## src/rtl/lcdww_pkg.sv

```systemverilog
package lcdww_pkg;

	// word buffer depth (longest word kept, later characters dropped)
	localparam int MAX_WORD = 32;
	localparam int IDX_W    = $clog2(MAX_WORD);
	localparam int WL_W     = $clog2(MAX_WORD + 1);

	// field and register widths
	localparam int CHAR_W   = 8;
	localparam int LW_W     = 6;
	localparam int LC_W     = 2;
	localparam int BASE_W   = 7;
	localparam int CFG_W    = 7;
	localparam int CFG_IX_W = 2;

	// shared adder operands: column counter width, sum one bit wider
	localparam int OPND_W = 6;
	localparam int SUM_W  = OPND_W + 1;
	localparam logic [OPND_W-1:0] COL_MAX = {OPND_W{1'b1}};

	// display codes
	localparam logic [CHAR_W-1:0] CMD_CLEAR  = 8'h01;
	localparam logic              CMD_DDRAM  = 1'b1;
	localparam logic [CHAR_W-1:0] SPACE_CODE = 8'h20;

	localparam logic ACT_START = 1'b0;
	localparam logic RS_INSTR  = 1'b0;
	localparam logic RS_DATA   = 1'b1;

	// configuration register indexes
	localparam logic [CFG_IX_W-1:0] REG_LINE_WIDTH = 2'd0;
	localparam logic [CFG_IX_W-1:0] REG_LINE_COUNT = 2'd1;
	localparam logic [CFG_IX_W-1:0] REG_ROW2_BASE  = 2'd2;

	typedef struct packed {
		logic [OPND_W-1:0] a;
		logic [OPND_W-1:0] b;
		logic              cin;
		logic [OPND_W-1:0] limit;
	} alu_req_t;

	typedef struct packed {
		logic [SUM_W-1:0]  sum;
		logic              gt;
		logic              eq;
		logic [OPND_W-1:0] sat;
	} alu_rsp_t;

endpackage

```

## src/rtl/lcdww_ram.sv

```systemverilog
module lcdww_ram #(
	parameter int WIDTH = 8,
	parameter int DEPTH = 32
) (
	input  logic                     clk,
	input  logic                     we,
	input  logic [$clog2(DEPTH)-1:0] waddr,
	input  logic [WIDTH-1:0]         wdata,
	input  logic                     re,
	input  logic [$clog2(DEPTH)-1:0] raddr,
	output logic [WIDTH-1:0]         rdata
);

	logic [WIDTH-1:0] mem_q [DEPTH];

	always_ff @(posedge clk) begin
		if (we) begin
			mem_q[waddr] <= wdata;
		end
		if (re) begin
			rdata <= mem_q[raddr];
		end
	end

endmodule

```

## src/rtl/lcdww_alu.sv

```systemverilog
module lcdww_alu (
	input  lcdww_pkg::alu_req_t req,
	output lcdww_pkg::alu_rsp_t rsp
);

	import lcdww_pkg::*;

	logic [SUM_W-1:0] sum;

	// add with carry in, then compare against limit and clamp to column range
	always_comb begin
		sum     = {1'b0, req.a} + {1'b0, req.b} + SUM_W'(req.cin);
		rsp.sum = sum;
		rsp.gt  = sum > {1'b0, req.limit};
		rsp.eq  = sum == {1'b0, req.limit};
		rsp.sat = (sum > {1'b0, COL_MAX}) ? COL_MAX : sum[OPND_W-1:0];
	end

endmodule

```

## src/rtl/lcd_word_wrap_text_writer_unit.sv

```systemverilog
// Channel   Handshake               Payload
// -------   ---------------------   ---------------------------------------------
// in        in_valid / in_ready     action, start_row, clear_first, char_code,
//                                   last_char
// out       out_valid / out_ready   reg_select, out_byte, last_of_run,
//                                   word_truncated
// cfg       cfg_we (no wait)        cfg_index, cfg_data
//
// Start item: accept cycle, then one result per cycle (optional clear, cursor) while out_ready allows.
// Character with no flush: taken in its accept cycle, no result.
// Word flush of n chars: accept, a check state, optional wrap cursor, n chars
// and a space, one per cycle while out_ready allows, paced by the single adder and
// the one read port of the word store. in_ready is low until the last item is loaded.
// Reset clears control state and loads register defaults; word store not cleared.
// A stalled out_ready holds the sequencer; results are neither lost nor repeated.
module lcd_word_wrap_text_writer_unit (
	input  logic                                clk,
	input  logic                                arst_n,
	// input channel
	input  logic                                in_valid,
	output logic                                in_ready,
	input  logic                                action,
	input  logic                                start_row,
	input  logic                                clear_first,
	input  logic [lcdww_pkg::CHAR_W-1:0]        char_code,
	input  logic                                last_char,
	// output channel
	output logic                                out_valid,
	input  logic                                out_ready,
	output logic                                reg_select,
	output logic [lcdww_pkg::CHAR_W-1:0]        out_byte,
	output logic                                last_of_run,
	output logic                                word_truncated,
	// configuration
	input  logic                                cfg_we,
	input  logic [lcdww_pkg::CFG_IX_W-1:0]      cfg_index,
	input  logic [lcdww_pkg::CFG_W-1:0]         cfg_data
);

	import lcdww_pkg::*;

	// sequencer states
	localparam logic [2:0] ST_IDLE   = 3'd0;
	localparam logic [2:0] ST_CLEAR  = 3'd1; // clear instruction of a start item
	localparam logic [2:0] ST_CURSOR = 3'd2; // cursor of a start item, ends run
	localparam logic [2:0] ST_CHECK  = 3'd3; // fit test, first word store read
	localparam logic [2:0] ST_WRAP   = 3'd4; // cursor to row two on a wrap
	localparam logic [2:0] ST_CHAR   = 3'd5; // one buffered char per cycle while out_ready allows
	localparam logic [2:0] ST_SPACE  = 3'd6; // trailing space, ends run

	logic [2:0]        state_q;
	logic [LW_W-1:0]   line_width_q;
	logic [LC_W-1:0]   line_count_q;
	logic [BASE_W-1:0] row2_base_q;
	logic [OPND_W-1:0] col_q;
	logic              row_q;
	logic [WL_W-1:0]   wl_q;
	logic              ovf_q;
	logic              trunc_q;
	logic [IDX_W-1:0]  idx_q;

	logic              out_valid_q;
	logic              rs_q;
	logic [CHAR_W-1:0] byte_q;
	logic              last_q;
	logic              otr_q;

	logic              accept;
	logic              slot_free;
	logic              emit;
	logic              is_space;
	logic              store;
	logic              flush;
	logic              rows_two;
	logic              ram_re;
	logic [IDX_W-1:0]  ram_raddr;
	logic [CHAR_W-1:0] ram_rdata;
	logic              rs_d;
	logic [CHAR_W-1:0] byte_d;
	logic              last_d;
	alu_req_t          alu_req;
	alu_rsp_t          alu_rsp;

	assign in_ready  = (state_q == ST_IDLE);
	assign accept    = in_valid && in_ready;
	assign slot_free = !out_valid_q || out_ready;
	assign emit      = slot_free && (state_q != ST_IDLE) && (state_q != ST_CHECK);
	assign rows_two  = line_count_q[1]; // 0 acts as 1, 3 acts as 2

	assign is_space  = (char_code == SPACE_CODE);
	assign store     = !is_space && (wl_q < WL_W'(MAX_WORD));
	assign flush     = (is_space || last_char) && ((wl_q != '0) || store);

	// word store: one write per stored character, one read per emitted char
	lcdww_ram #(
		.WIDTH(CHAR_W),
		.DEPTH(MAX_WORD)
	) u_word_store (
		.clk  (clk),
		.we   (accept && (action != ACT_START) && store),
		.waddr(wl_q[IDX_W-1:0]),
		.wdata(char_code),
		.re   (ram_re),
		.raddr(ram_raddr),
		.rdata(ram_rdata)
	);

	// shared adder: fit test, char index step, column update
	always_comb begin
		alu_req.a     = col_q;
		alu_req.b     = OPND_W'(wl_q);
		alu_req.cin   = 1'b0;
		alu_req.limit = line_width_q;
		unique case (state_q)
			ST_CHAR: begin
				alu_req.a     = OPND_W'(idx_q);
				alu_req.b     = '0;
				alu_req.cin   = 1'b1;
				alu_req.limit = OPND_W'(wl_q);
			end
			ST_SPACE: begin
				alu_req.cin = 1'b1;
			end
			default: begin
			end
		endcase
	end

	lcdww_alu u_alu (
		.req(alu_req),
		.rsp(alu_rsp)
	);

	// read ahead: next char is fetched as the current one is loaded
	always_comb begin
		ram_re    = 1'b0;
		ram_raddr = '0;
		if (state_q == ST_CHECK) begin
			ram_re = 1'b1;
		end else if ((state_q == ST_CHAR) && emit && !alu_rsp.eq) begin
			ram_re    = 1'b1;
			ram_raddr = alu_rsp.sum[IDX_W-1:0];
		end
	end

	// configuration registers
	always_ff @(posedge clk or negedge arst_n) begin
		if (!arst_n) begin
			line_width_q <= LW_W'(16);
			line_count_q <= LC_W'(2);
			row2_base_q  <= BASE_W'(64);
		end else if (cfg_we) begin
			unique case (cfg_index)
				REG_LINE_WIDTH: line_width_q <= cfg_data[LW_W-1:0];
				REG_LINE_COUNT: line_count_q <= cfg_data[LC_W-1:0];
				REG_ROW2_BASE:  row2_base_q  <= cfg_data[BASE_W-1:0];
				default: begin
				end
			endcase
		end
	end

	// sequencer
	always_ff @(posedge clk or negedge arst_n) begin
		if (!arst_n) begin
			state_q <= ST_IDLE;
			col_q   <= '0;
			row_q   <= 1'b0;
			wl_q    <= '0;
			ovf_q   <= 1'b0;
			trunc_q <= 1'b0;
			idx_q   <= '0;
		end else begin
			unique case (state_q)
				ST_IDLE: begin
					if (accept) begin
						if (action == ACT_START) begin
							// pending word and its flag are dropped
							row_q   <= start_row;
							col_q   <= '0;
							wl_q    <= '0;
							ovf_q   <= 1'b0;
							trunc_q <= 1'b0;
							state_q <= clear_first ? ST_CLEAR : ST_CURSOR;
						end else begin
							if (store) begin
								wl_q <= wl_q + WL_W'(1);
							end else if (!is_space) begin
								ovf_q <= 1'b1;
							end
							if (flush) begin
								trunc_q <= ovf_q || (!is_space && !store);
								state_q <= ST_CHECK;
							end
						end
					end
				end
				ST_CLEAR: begin
					if (emit) begin
						state_q <= ST_CURSOR;
					end
				end
				ST_CURSOR: begin
					if (emit) begin
						state_q <= ST_IDLE;
					end
				end
				ST_CHECK: begin
					idx_q <= '0;
					if (alu_rsp.gt) begin
						col_q <= '0;
					end
					// last row: only the column restarts
					if (alu_rsp.gt && !row_q && rows_two) begin
						row_q   <= 1'b1;
						state_q <= ST_WRAP;
					end else begin
						state_q <= ST_CHAR;
					end
				end
				ST_WRAP: begin
					if (emit) begin
						state_q <= ST_CHAR;
					end
				end
				ST_CHAR: begin
					if (emit) begin
						idx_q <= alu_rsp.sum[IDX_W-1:0];
						if (alu_rsp.eq) begin
							state_q <= ST_SPACE;
						end
					end
				end
				ST_SPACE: begin
					if (emit) begin
						col_q   <= alu_rsp.sat;
						wl_q    <= '0;
						ovf_q   <= 1'b0;
						state_q <= ST_IDLE;
					end
				end
				default: begin
					state_q <= ST_IDLE;
				end
			endcase
		end
	end

	// output register
	always_ff @(posedge clk or negedge arst_n) begin
		if (!arst_n) begin
			out_valid_q <= 1'b0;
		end else if (emit) begin
			out_valid_q <= 1'b1;
		end else if (out_ready) begin
			out_valid_q <= 1'b0;
		end
	end

	// result of the current state; cursor instruction unless overridden
	always_comb begin
		rs_d   = RS_INSTR;
		byte_d = {CMD_DDRAM, (row_q ? row2_base_q : BASE_W'(0))};
		last_d = 1'b0;
		unique case (state_q)
			ST_CLEAR: begin
				byte_d = CMD_CLEAR;
			end
			ST_CURSOR: begin
				last_d = 1'b1;
			end
			ST_CHAR: begin
				rs_d   = RS_DATA;
				byte_d = ram_rdata;
			end
			ST_SPACE: begin
				rs_d   = RS_DATA;
				byte_d = SPACE_CODE;
				last_d = 1'b1;
			end
			default: begin
			end
		endcase
	end

	always_ff @(posedge clk) begin
		if (emit) begin
			rs_q   <= rs_d;
			byte_q <= byte_d;
			last_q <= last_d;
			otr_q  <= trunc_q;
		end
	end

	assign out_valid      = out_valid_q;
	assign reg_select     = rs_q;
	assign out_byte       = byte_q;
	assign last_of_run    = last_q;
	assign word_truncated = otr_q;

	// checks
	a_wl_bound: assert property (@(posedge clk) disable iff (!arst_n)
		wl_q <= WL_W'(MAX_WORD))
		else $error("word length beyond buffer depth");

	a_out_hold: assert property (@(posedge clk) disable iff (!arst_n)
		(out_valid_q && !out_ready) |=>
			(out_valid_q && $stable({rs_q, byte_q, last_q, otr_q})))
		else $error("waiting result changed before it was taken");

	a_idx_range: assert property (@(posedge clk) disable iff (!arst_n)
		(state_q == ST_CHAR) |-> (WL_W'(idx_q) < wl_q))
		else $error("char index past word end");

	a_start_clears: assert property (@(posedge clk) disable iff (!arst_n)
		(accept && (action == ACT_START)) |=> ((wl_q == '0) && (col_q == '0)))
		else $error("start item left word or column state");

endmodule
```

## config.mk

```make
export PLATFORM = sky130hd
export DESIGN_NAME = lcd_word_wrap_text_writer_unit
export DESIGN_NICKNAME = d
export VERILOG_FILES = /design/src/rtl/lcdww_pkg.sv /design/src/rtl/lcdww_ram.sv /design/src/rtl/lcdww_alu.sv /design/src/rtl/lcd_word_wrap_text_writer_unit.sv
export SDC_FILE = /design/constraint.sdc
export NUM_CORES = 1
export LEC_CHECK = 0
export ABC_AREA = 0
export BUFFER_PORTS_ARGS = -buffer_cell sky130_fd_sc_hd__clkbuf_2
export CORE_ASPECT_RATIO = 0.6
export CORE_MARGIN = 8
export CORE_UTILIZATION = 65
export DETAILED_ROUTE_END_ITERATION = 8
export GPL_ROUTABILITY_DRIVEN = 1
export GPL_TIMING_DRIVEN = 1
export PLACE_DENSITY = 0.8
export SYNTH_ARGS = -nofsm -noshare
export SYNTH_HDL_FRONTEND = slang
export SYNTH_SLANG_ARGS = --single-unit
export TNS_END_PERCENT = 10
```

## constraint.sdc

```tcl
create_clock -name clk -period 9.3 [get_ports clk]
set_input_delay 1.395 -clock clk [delete_from_list [all_inputs] [get_ports clk]]
set_output_delay 1.395 -clock clk [all_outputs]
set_load 0.01 [all_outputs]
```

==> tab_implementation.tex, run 1 <==
\begin{tabular}{lr}
\hline
Metric & Value \\
\hline
\multicolumn{2}{l}{\textbf{Detailed routing}} \\
\quad Mean routed wirelength per cell & 28.9 µm \\
\quad Routed via count & 9577 \\
\quad Routed Antenna Nets & 0 \\
\quad Post-DR vias/cell & 7.08 \\
\quad DR DRC count & 0 \\
\quad Number of DRC violations after detailed-routing iteration 0 & 1434 \\
\quad Router iterations before antenna repair & 6 \\
\quad Routed wire length & 39000 µm \\
\multicolumn{2}{l}{\textbf{Synthesis}} \\
\quad Cell type contributing the most total cell area after synthesis & sky130\_fd\_sc\_hd\_\_edfxtp\_1 \\
\quad Count of warnings emitted by yosys & 0 \\
\quad Commonest register cell after synthesis & sky130\_fd\_sc\_hd\_\_edfxtp\_1 \\
\quad Netlist area before placement & 0.0139 mm² \\
\quad Cell with the most instances after synthesis & sky130\_fd\_sc\_hd\_\_edfxtp\_1 \\
\quad Mapped Avg Cell Area & 13.4 µm² \\
\quad Leading post-synthesis cells by cell area & sky130\_fd\_sc\_hd\_\_edfxtp\_1 59\%, sky130\_fd\_sc\_hd\_\_dfrtp\_1 6.3\%, sky130\_fd\_sc\_hd\_\_o21ai\_0 3.0\% \\
\quad Async SR Flop Fraction & 12.1\% \\
\quad Unique cell type count in the Yosys netlist & 66 \\
\quad Area share of the leading cell type in the synthesized netlist & 59.2\% \\
\quad Synthesized Nets & 1081 \\
\quad Sequential fraction of the synthesis area & 66.1\% \\
\quad Syn Inst Count & 1038 \\
\quad Post-synth EDFFs & 275 \\
\quad Commonest cells post-synth & 275 x sky130\_fd\_sc\_hd\_\_edfxtp\_1, 109 x sky130\_fd\_sc\_hd\_\_nor2\_1, 84 x sky130\_fd\_sc\_hd\_\_o21ai\_0, 83 x sky130\_fd\_sc\_hd\_\_a21oi\_1, 47 x sky130\_fd\_sc\_hd\_\_nand2\_1 \\
\quad Yosys reg bits & 313 \\
\multicolumn{2}{l}{\textbf{Timing}} \\
\quad Number of hold violations in the final report & 0 \\
\quad Worst-case setup margin in the final layout & 2.52 ns \\
\quad Peak clock frequency supported by timing & 0.148 GHz \\
\quad Period Utilization, post-route & 72.8\% \\
\quad Final critical path time including I/O delays and setup & 6.78 ns \\
\quad Slew of the pin with the lowest slew margin & 1.08 ns \\
\quad Setup Viol. Count Final & 0 \\
\quad RSZ-0062 raised after global routing & no \\
\quad Final number of max-transition violations & 0 \\
\quad Fin Clk Skew & 0.0197 ns \\
\quad Sum of negative setup slack & 0 ns \\
\quad Tightest slew margin relative to the limit & 27.7\% \\
\multicolumn{2}{l}{\textbf{Die}} \\
\quad Die Area & 0.0266 mm² \\
\quad Die Span X & 205 µm \\
\quad I/O pin count & 39 \\
\quad CORE AREA & 0.0210 mm² \\
\quad Die height & 129 µm \\
\quad Number of core rows & 41 \\
\quad Starting density of the core & 66.3\% \\
\multicolumn{2}{l}{\textbf{Clock tree}} \\
\quad Worst-path clk slew & 0.07 ns \\
\quad Maximum number of buffers from clock root to sink & 3 \\
\quad CTS root buf & sky130\_fd\_sc\_hd\_\_clkbuf\_16 \\
\quad Deepest level of the CTS H-tree & 1 \\
\quad Post CTS Setup Buffer Count & 0 \\
\quad Later-pin clock latency in the skew report & 0.56 ns \\
\quad Number of gates resized after cts & 0 \\
\quad Clk sink count & 313 \\
\quad CTS tree & built \\
\quad Post-CTS Hold Fix Bufs & 0 \\
\quad Number of buffers added by the clock tree synthesis step & 28 \\
\multicolumn{2}{l}{\textbf{GRT}} \\
\quad Antenna violations before repair & 1 \\
\quad Total global routing overflow & 0 \\
\quad Global-route wire length before repair & 58400 µm \\
\quad Via count of the first global-routing pass & 9059 \\
\quad Largest net degree at the start of global routing & 51 \\
\quad Global-route total usage across every layer & 29.5\% \\
\multicolumn{2}{l}{\textbf{Placement}} \\
\quad Routability congestion estimate from global placement & 1.01 \\
\quad Pre-CTS setup slack & 2.77 ns \\
\quad Detailed placer's ending HPWL & 25900 µm \\
\quad Standard cell area after detailed placement & 0.0143 mm² \\
\quad IO buf count & 38 \\
\multicolumn{2}{l}{\textbf{Worst setup path}} \\
\quad Data arrival, critical path & 7.14 ns \\
\quad Source of the worst register-to-register timing path & state\_q[1] \\
\quad Slowest cell on crit path & sky130\_fd\_sc\_hd\_\_fa\_2 \\
\quad Chain of cells forming the critical path & nand3b\_1, buf\_4, mux2i\_1, fa\_2, fa\_2, inv\_2, ha\_1, nand2\_1, a2111o\_1, or2\_1, nand3\_2, a21oi\_1, mux2i\_1, a221oi\_1 \\
\quad First element of the critical path & state\_q[1] \\
\quad Type of the worst setup path & reg2reg \\
\quad Worst setup SP type & flip-flop \\
\quad Critical Path Max Stage Delay & 1.14 ns \\
\quad Number of buffers and inverters on the critical path & 2 \\
\quad Required @ worst endpoint & 9.67 ns \\
\quad Family with the most delay on the worst path & adder cells \\
\quad Crit end category & flip-flop \\
\quad Maximum net fanout on the critical path & 39 \\
\multicolumn{2}{l}{\textbf{Final layout}} \\
\quad Final Core Density & 72.3\% \\
\quad Share of layout cells above drive strength 1 & 14.4\% \\
\quad Post-layout nets & 1096 \\
\quad Final-layout fill cell count & 1348 \\
\quad Area grow syn2layout & 9.11\% \\
\quad Ant. Diodes & 0 \\
\quad Total non-filler cell area in the finished layout & 0.0152 mm² \\
\multicolumn{2}{l}{\textbf{Flow run}} \\
\quad Number of max-cap violations & 0 \\
\multicolumn{2}{l}{\textbf{Hold path}} \\
\quad Tightest Hold Check Type & reg2reg \\
\quad Startpoint of the most critical hold path & trunc\_q \\
\multicolumn{2}{l}{\textbf{Outcome}} \\
\quad Status & finished, final reports clean \\
\multicolumn{2}{l}{\textbf{Power}} \\
\quad Highest ir drop seen on vdd & 260 µV \\
\quad Leakage power & 5.32 nW \\
\quad Cell area power density & 329 mW/mm² \\
\hline
\end{tabular}
[through the flow]
stage / instances / total power [mW] / hold WS [ns]
after CTS: 1352 / 4.94 / 0.488
final: 1352 / 5.01 / 0.488
after floorplan: 1038 / 3.14 / 0.447
after detailed placement: 1302 / 3.75 / 0.473
after global placement: 1302 / 3.73 / 0.462
after global routing: 1352 / 5.19 / 0.503
[worst register-to-register path, stage by stage, from the launching register on]
cell                       delay [ns]
sky130_fd_sc_hd__dfrtp_1         0.70
sky130_fd_sc_hd__nand3b_1        0.19
sky130_fd_sc_hd__buf_4           0.41
sky130_fd_sc_hd__mux2i_1         0.22
sky130_fd_sc_hd__fa_2            0.41
sky130_fd_sc_hd__fa_2            1.14
sky130_fd_sc_hd__inv_2           0.58
sky130_fd_sc_hd__ha_1            0.48
sky130_fd_sc_hd__nand2_1         0.08
sky130_fd_sc_hd__a2111o_1        0.43
sky130_fd_sc_hd__or2_1           0.46
sky130_fd_sc_hd__nand3_2         0.41
sky130_fd_sc_hd__a21oi_1         0.59
sky130_fd_sc_hd__mux2i_1         0.19
sky130_fd_sc_hd__a221oi_1        0.28
[cells in the final DEF, fill, tap and decap left out, types with 14 or more instances in the layout]
master                        n
sky130_fd_sc_hd__edfxtp_1   275
sky130_fd_sc_hd__nor2_1     109
sky130_fd_sc_hd__o21ai_0     84
sky130_fd_sc_hd__a21oi_1     83
sky130_fd_sc_hd__nand2_1     47
sky130_fd_sc_hd__mux2i_1     38
sky130_fd_sc_hd__clkbuf_2    38
sky130_fd_sc_hd__dfrtp_1     35
sky130_fd_sc_hd__clkbuf_16   29
sky130_fd_sc_hd__nor4_1      27
sky130_fd_sc_hd__mux2_2      22
sky130_fd_sc_hd__a22oi_1     18
sky130_fd_sc_hd__o211ai_1    17
sky130_fd_sc_hd__mux4_2      16
sky130_fd_sc_hd__a221oi_1    16
sky130_fd_sc_hd__ha_1        15
sky130_fd_sc_hd__nand3_1     14
[report_power, final]
part | switching (mW) | internal, mW | leakage, nW
clock network | 0.512 | 0.680 | 0.446
registers | 0.0878 | 1.65 | 2.96
logic | 1.39 | 0.693 | 1.92
[final cells by class]
cell class | instances | area (µm²) | area share, %
inverters | 13 | 48.8 | 0.321
clock inverters | 16 | 186 | 1.23
clock buffers | 34 | 744 | 4.89
well taps | 279 | 349 | 2.29
flip-flops and latches | 313 | 9210 | 60.5
repair buffers | 49 | 273 | 1.79
multi-input cells | 648 | 4400 | 28.9
[per-layer routing]
layer	vias to the layer above	track usage [%]	share of wire (%)
li1	4085	-	-
met1	4715	45.3	42
met2	706	39.1	41
met3	69	11.9	16
met4	2	5.32	1.7
met5	-	0	0.12
[path summary, 6_finish.rpt]
| check | endpoint | slack [ns] | cells past startpoint |
|---|---|---|---|
| worst max-delay path | u_word_store.rdata[4] | 2.52 | 14 |
| worst min-delay path | word_truncated | 0.49 | 0 |
| min in group asynchronous | line_width_q[3] | 0.99 | 1 |
| worst min register to register | word_truncated | 0.49 | 0 |
| worst max register to register | u_word_store.rdata[4] | 2.52 | 14 |
| max in group asynchronous | idx_q[0] | 7.69 | 1 |
[state kept, by name (all words and copies together), names as in the netlist, 3 cells and up]
| signal | flops |
|---|---|
| line_width_q | 6 |
| out_byte | 8 |
| row2_base_q | 7 |
| u_word_store.mem_q | 256 |
| idx_q | 5 |
| col_q | 6 |
| wl_q | 6 |
| state_q | 3 |
| u_word_store.rdata | 8 |
[cells by family after synthesis]
kind of cell / after synthesis / share of synthesized area, %
muxes: 76 / 7.09
xor gates and xnor gates: 7 / 0.440
and+or+nand+nor: 251 / 8.61
DFF: 313 / 66.1
buffers and inverters: 77 / 2.47
adders and majority gates: 17 / 1.63
AOI/OAI and AO/OA: 297 / 13.7
Power figures use the tool's default switching activity.
==> run 2, diff against run 1 <==
CORE_UTILIZATION = 62   (was 65)
PLACE_DENSITY = 0.76   (was 0.8)
clock period = 6.4 ns   (was 9.3 ns; I/O delays follow)
==> tab_implementation.tex, run 2 (same netlist as run 1, synthesis figures left out) <==
\begin{tabular}{lr}
\hline
Metric & Value \\
\hline
\multicolumn{2}{l}{\textbf{Power}} \\
\quad Cell area power density & 495 mW/mm² (+50\%) \\
\quad P\_int & 4.52 mW (+50\%) \\
\quad Sequential cell fraction of total power & 33.3\% (-1.3 points) \\
\quad Combinational Power Share & 42.3\% (+0.7 points) \\
\quad Fraction of power consumed by the clock network & 24.3\% (+0.5 points) \\
\quad Switching power summed over all nets & 3.08 mW (+55\%) \\
\quad Leakage power & 5.37 nW (+0.88\%) \\
\quad Highest ir drop seen on vdd & 284 µV (+9.0\%) \\
\quad Fraction of power spent switching nets & 40.5\% (+0.78 points) \\
\multicolumn{2}{l}{\textbf{Timing}} \\
\quad Setup Viol. Count Final & 0 (unchanged) \\
\quad Final critical path time including I/O delays and setup & 5.97 ns (-0.807 ns) \\
\quad Fin Clk Skew & 0.0134 ns (-0.00638 ns) \\
\quad RSZ-0062 raised after global routing & no \\
\quad Tightest slew margin relative to the limit & 19.1\% (-8.5 points) \\
\quad Final number of max-transition violations & 0 (unchanged) \\
\quad Slew of the pin with the lowest slew margin & 1.21 ns (+0.123 ns) \\
\quad Peak clock frequency supported by timing & 0.168 GHz (+14\%) \\
\quad Sum of negative setup slack & 0 ns (unchanged) \\
\quad Number of hold violations in the final report & 0 (unchanged) \\
\quad Period Utilization, post-route & 93.3\% (+20 points) \\
\quad Worst-case setup margin in the final layout & 0.432 ns (-2.09 ns) \\
\multicolumn{2}{l}{\textbf{GRT}} \\
\quad Via count of the first global-routing pass & 9026 (-0.36\%) \\
\quad Global-route total usage across every layer & 27.7\% (-1.8 points) \\
\quad Total global routing overflow & 0 (unchanged) \\
\quad Global-route wire length before repair & 57700 µm (-1.3\%) \\
\quad Largest net degree at the start of global routing & 64 (+25\%) \\
\quad Antenna violations before repair & 0 (-1) \\
\multicolumn{2}{l}{\textbf{Final layout}} \\
\quad Most flop-heavy register & u\_word\_store.mem\_q \\
\quad Area grow syn2layout & 10.1\% \\
\quad Most frequent standard cell in the layout excluding fill and tap cells & sky130\_fd\_sc\_hd\_\_edfxtp\_1 \\
\quad Largest register FFs & 256 (unchanged) \\
\quad Area of the multi-input gates & 0.00440 mm² (unchanged) \\
\quad Share of layout cells above drive strength 1 & 15.1\% (+0.73 points) \\
\quad Highest-count cells in the layout ignoring fill and taps & 275 x sky130\_fd\_sc\_hd\_\_edfxtp\_1, 109 x sky130\_fd\_sc\_hd\_\_nor2\_1, 84 x sky130\_fd\_sc\_hd\_\_o21ai\_0, 83 x sky130\_fd\_sc\_hd\_\_a21oi\_1, 47 x sky130\_fd\_sc\_hd\_\_nand2\_1 \\
\quad Final-layout fill cell count & 1517 (+13\%) \\
\quad Register cell area after layout & 0.00921 mm² (unchanged) \\
\quad Ant. Diodes & 0 (unchanged) \\
\quad Post-layout nets & 1102 (+0.55\%) \\
\multicolumn{2}{l}{\textbf{Clock tree}} \\
\quad Number of gates resized after cts & 0 (unchanged) \\
\quad Maximum number of buffers from clock root to sink & 3 (unchanged) \\
\quad Worst-path clk slew & 0.07 ns (about the same) \\
\quad Number of buffers added by the clock tree synthesis step & 28 (unchanged) \\
\quad Post-CTS Hold Fix Bufs & 0 (unchanged) \\
\quad Later-pin clock latency in the skew report & 0.56 ns (about the same) \\
\quad Post CTS Setup Buffer Count & 0 (unchanged) \\
\quad Clk sink count & 313 (unchanged) \\
\quad CTS root buf & sky130\_fd\_sc\_hd\_\_clkbuf\_16 \\
\quad Deepest level of the CTS H-tree & 1 (unchanged) \\
\quad CTS tree & built \\
\multicolumn{2}{l}{\textbf{Detailed routing}} \\
\quad Routed wire length & 39100 µm (+0.13\%) \\
\quad Post-DR vias/cell & 7.06 (-0.31\%) \\
\quad Router iterations before antenna repair & 6 (unchanged) \\
\quad Routed via count & 9653 (+0.79\%) \\
\quad DR DRC count & 0 (unchanged) \\
\quad Routed Antenna Nets & 0 (unchanged) \\
\quad Mean routed wirelength per cell & 28.6 µm (-0.97\%) \\
\quad Number of DRC violations after detailed-routing iteration 0 & 1491 (+4.0\%) \\
\multicolumn{2}{l}{\textbf{Worst setup path}} \\
\quad Source of the worst register-to-register timing path & state\_q[1] \\
\quad Type of the worst setup path & reg2reg \\
\quad First element of the critical path & state\_q[1] \\
\quad Required @ worst endpoint & 6.76 ns (-2.91 ns) \\
\quad Worst setup SP type & flip-flop \\
\quad Crit end category & flip-flop \\
\quad Data arrival, critical path & 6.33 ns (-0.81 ns) \\
\quad Maximum net fanout on the critical path & 30 (-23\%) \\
\multicolumn{2}{l}{\textbf{Flow run}} \\
\quad Number of max-cap violations & 0 (unchanged) \\
\multicolumn{2}{l}{\textbf{Die}} \\
\quad I/O pin count & 39 (unchanged) \\
\quad CORE AREA & 0.0221 mm² (+4.9\%) \\
\quad Number of core rows & 42 (+2.4\%) \\
\quad Die Span X & 210 µm (+2.2\%) \\
\quad Die Area & 0.0277 mm² (+4.3\%) \\
\quad Die height & 132 µm (+2.1\%) \\
\quad Starting density of the core & 63.2\% (-3.1 points) \\
\multicolumn{2}{l}{\textbf{Outcome}} \\
\quad Status & finished, final reports clean \\
\multicolumn{2}{l}{\textbf{Placement}} \\
\quad IO buf count & 38 (unchanged) \\
\quad Detailed placer's ending HPWL & 25400 µm (-1.7\%) \\
\quad Routability congestion estimate from global placement & 0.965 (-4.9\%) \\
\quad Pre-CTS setup slack & 0.651 ns (-2.12 ns) \\
\multicolumn{2}{l}{\textbf{Hold path}} \\
\quad Tightest Hold Check Type & reg2reg \\
\quad Startpoint of the most critical hold path & trunc\_q \\
\hline
\end{tabular}
-- run 2: cell count changes in the layout (fill, tap and decap cells not counted), sizes merged --
cell,delta
clkinvlp,+4
bufinv,+3
buf,+6
clkbuf,-2
clkinv,-3
-- run 2: critical path, cell delays in order (launching register included) --
cell and delay, ns:
sky130_fd_sc_hd__dfrtp_1 0.72, sky130_fd_sc_hd__nand3b_1 0.45, sky130_fd_sc_hd__buf_4 0.42, sky130_fd_sc_hd__nand2_1 0.10
sky130_fd_sc_hd__nand2_1 0.10, sky130_fd_sc_hd__inv_1 0.07, sky130_fd_sc_hd__fa_2 0.38, sky130_fd_sc_hd__nor2b_1 0.18
sky130_fd_sc_hd__o21a_1 0.15, sky130_fd_sc_hd__nor2_1 0.05, sky130_fd_sc_hd__xor2_1 0.33, sky130_fd_sc_hd__inv_1 0.14
sky130_fd_sc_hd__ha_1 0.32, sky130_fd_sc_hd__nand4_1 0.12, sky130_fd_sc_hd__a2111o_1 0.51, sky130_fd_sc_hd__or2_1 0.52
sky130_fd_sc_hd__nand2_8 0.17, sky130_fd_sc_hd__nor2_1 0.62, sky130_fd_sc_hd__nor4_1 0.15, sky130_fd_sc_hd__a221oi_1 0.27
-- run 2: path summary, 6_finish.rpt --
check,to,slack (ns),cells past startpoint
min in group asynchronous,line_width_q[2],0.56,1
max reg2reg,u_word_store.rdata[2],0.43,19
max,u_word_store.rdata[2],0.43,19
min,word_truncated,0.49,0
min reg2reg,word_truncated,0.49,0
max in group asynchronous,idx_q[4],5.21,1
-- run 2: layer usage --
layer | wire, µm | track usage (%) | up-vias
li1 | - | - | 4086
met1 | 16600 | 43.0 | 4754
met2 | 15400 | 35.5 | 754
met3 | 6300 | 11.2 | 59
met4 | 722 | 5.97 | 0
met5 | 0 | 0 | -
-- run 2: final cells by class --
| type | instances | area share (%) |
|---|---|---|
| inverter | 13 | 0.318 |
| multi-input combinational | 648 | 28.7 |
| clock buffer | 32 | 4.66 |
| tap | 286 | 2.33 |
| timing repair buffer | 55 | 2.07 |
| sequential | 313 | 60.0 |
| clock inverter | 20 | 1.93 |
-- run 2: power groups by stage --
stage | registers [mW] | clock network [mW] | logic [mW]
CTS | 2.52 | 1.85 | 3.10
global placement | 2.56 | 0 | 3.06
finish | 2.53 | 1.85 | 3.22
detailed placement | 2.56 | 0 | 3.08
global route | 2.54 | 1.93 | 3.39
floorplan | 2.50 | 0 | 2.06
-- run 2: through the flow --
stage / power (mW) / utilization [%] / hold slack, ns / cell area (µm²) / cells
CTS: 7.48 / 69.6 / 0.492 / 15400 / 1367
detailed placement: 5.64 / 65.0 / 0.478 / 14300 / 1315
global route: 7.86 / 69.6 / 0.499 / 15400 / 1367
floorplan: 4.56 / - / 0.447 / 13900 / 1038
finish: 7.60 / 69.6 / 0.490 / 15400 / 1367
global placement: 5.62 / 65.0 / 0.463 / 14300 / 1315
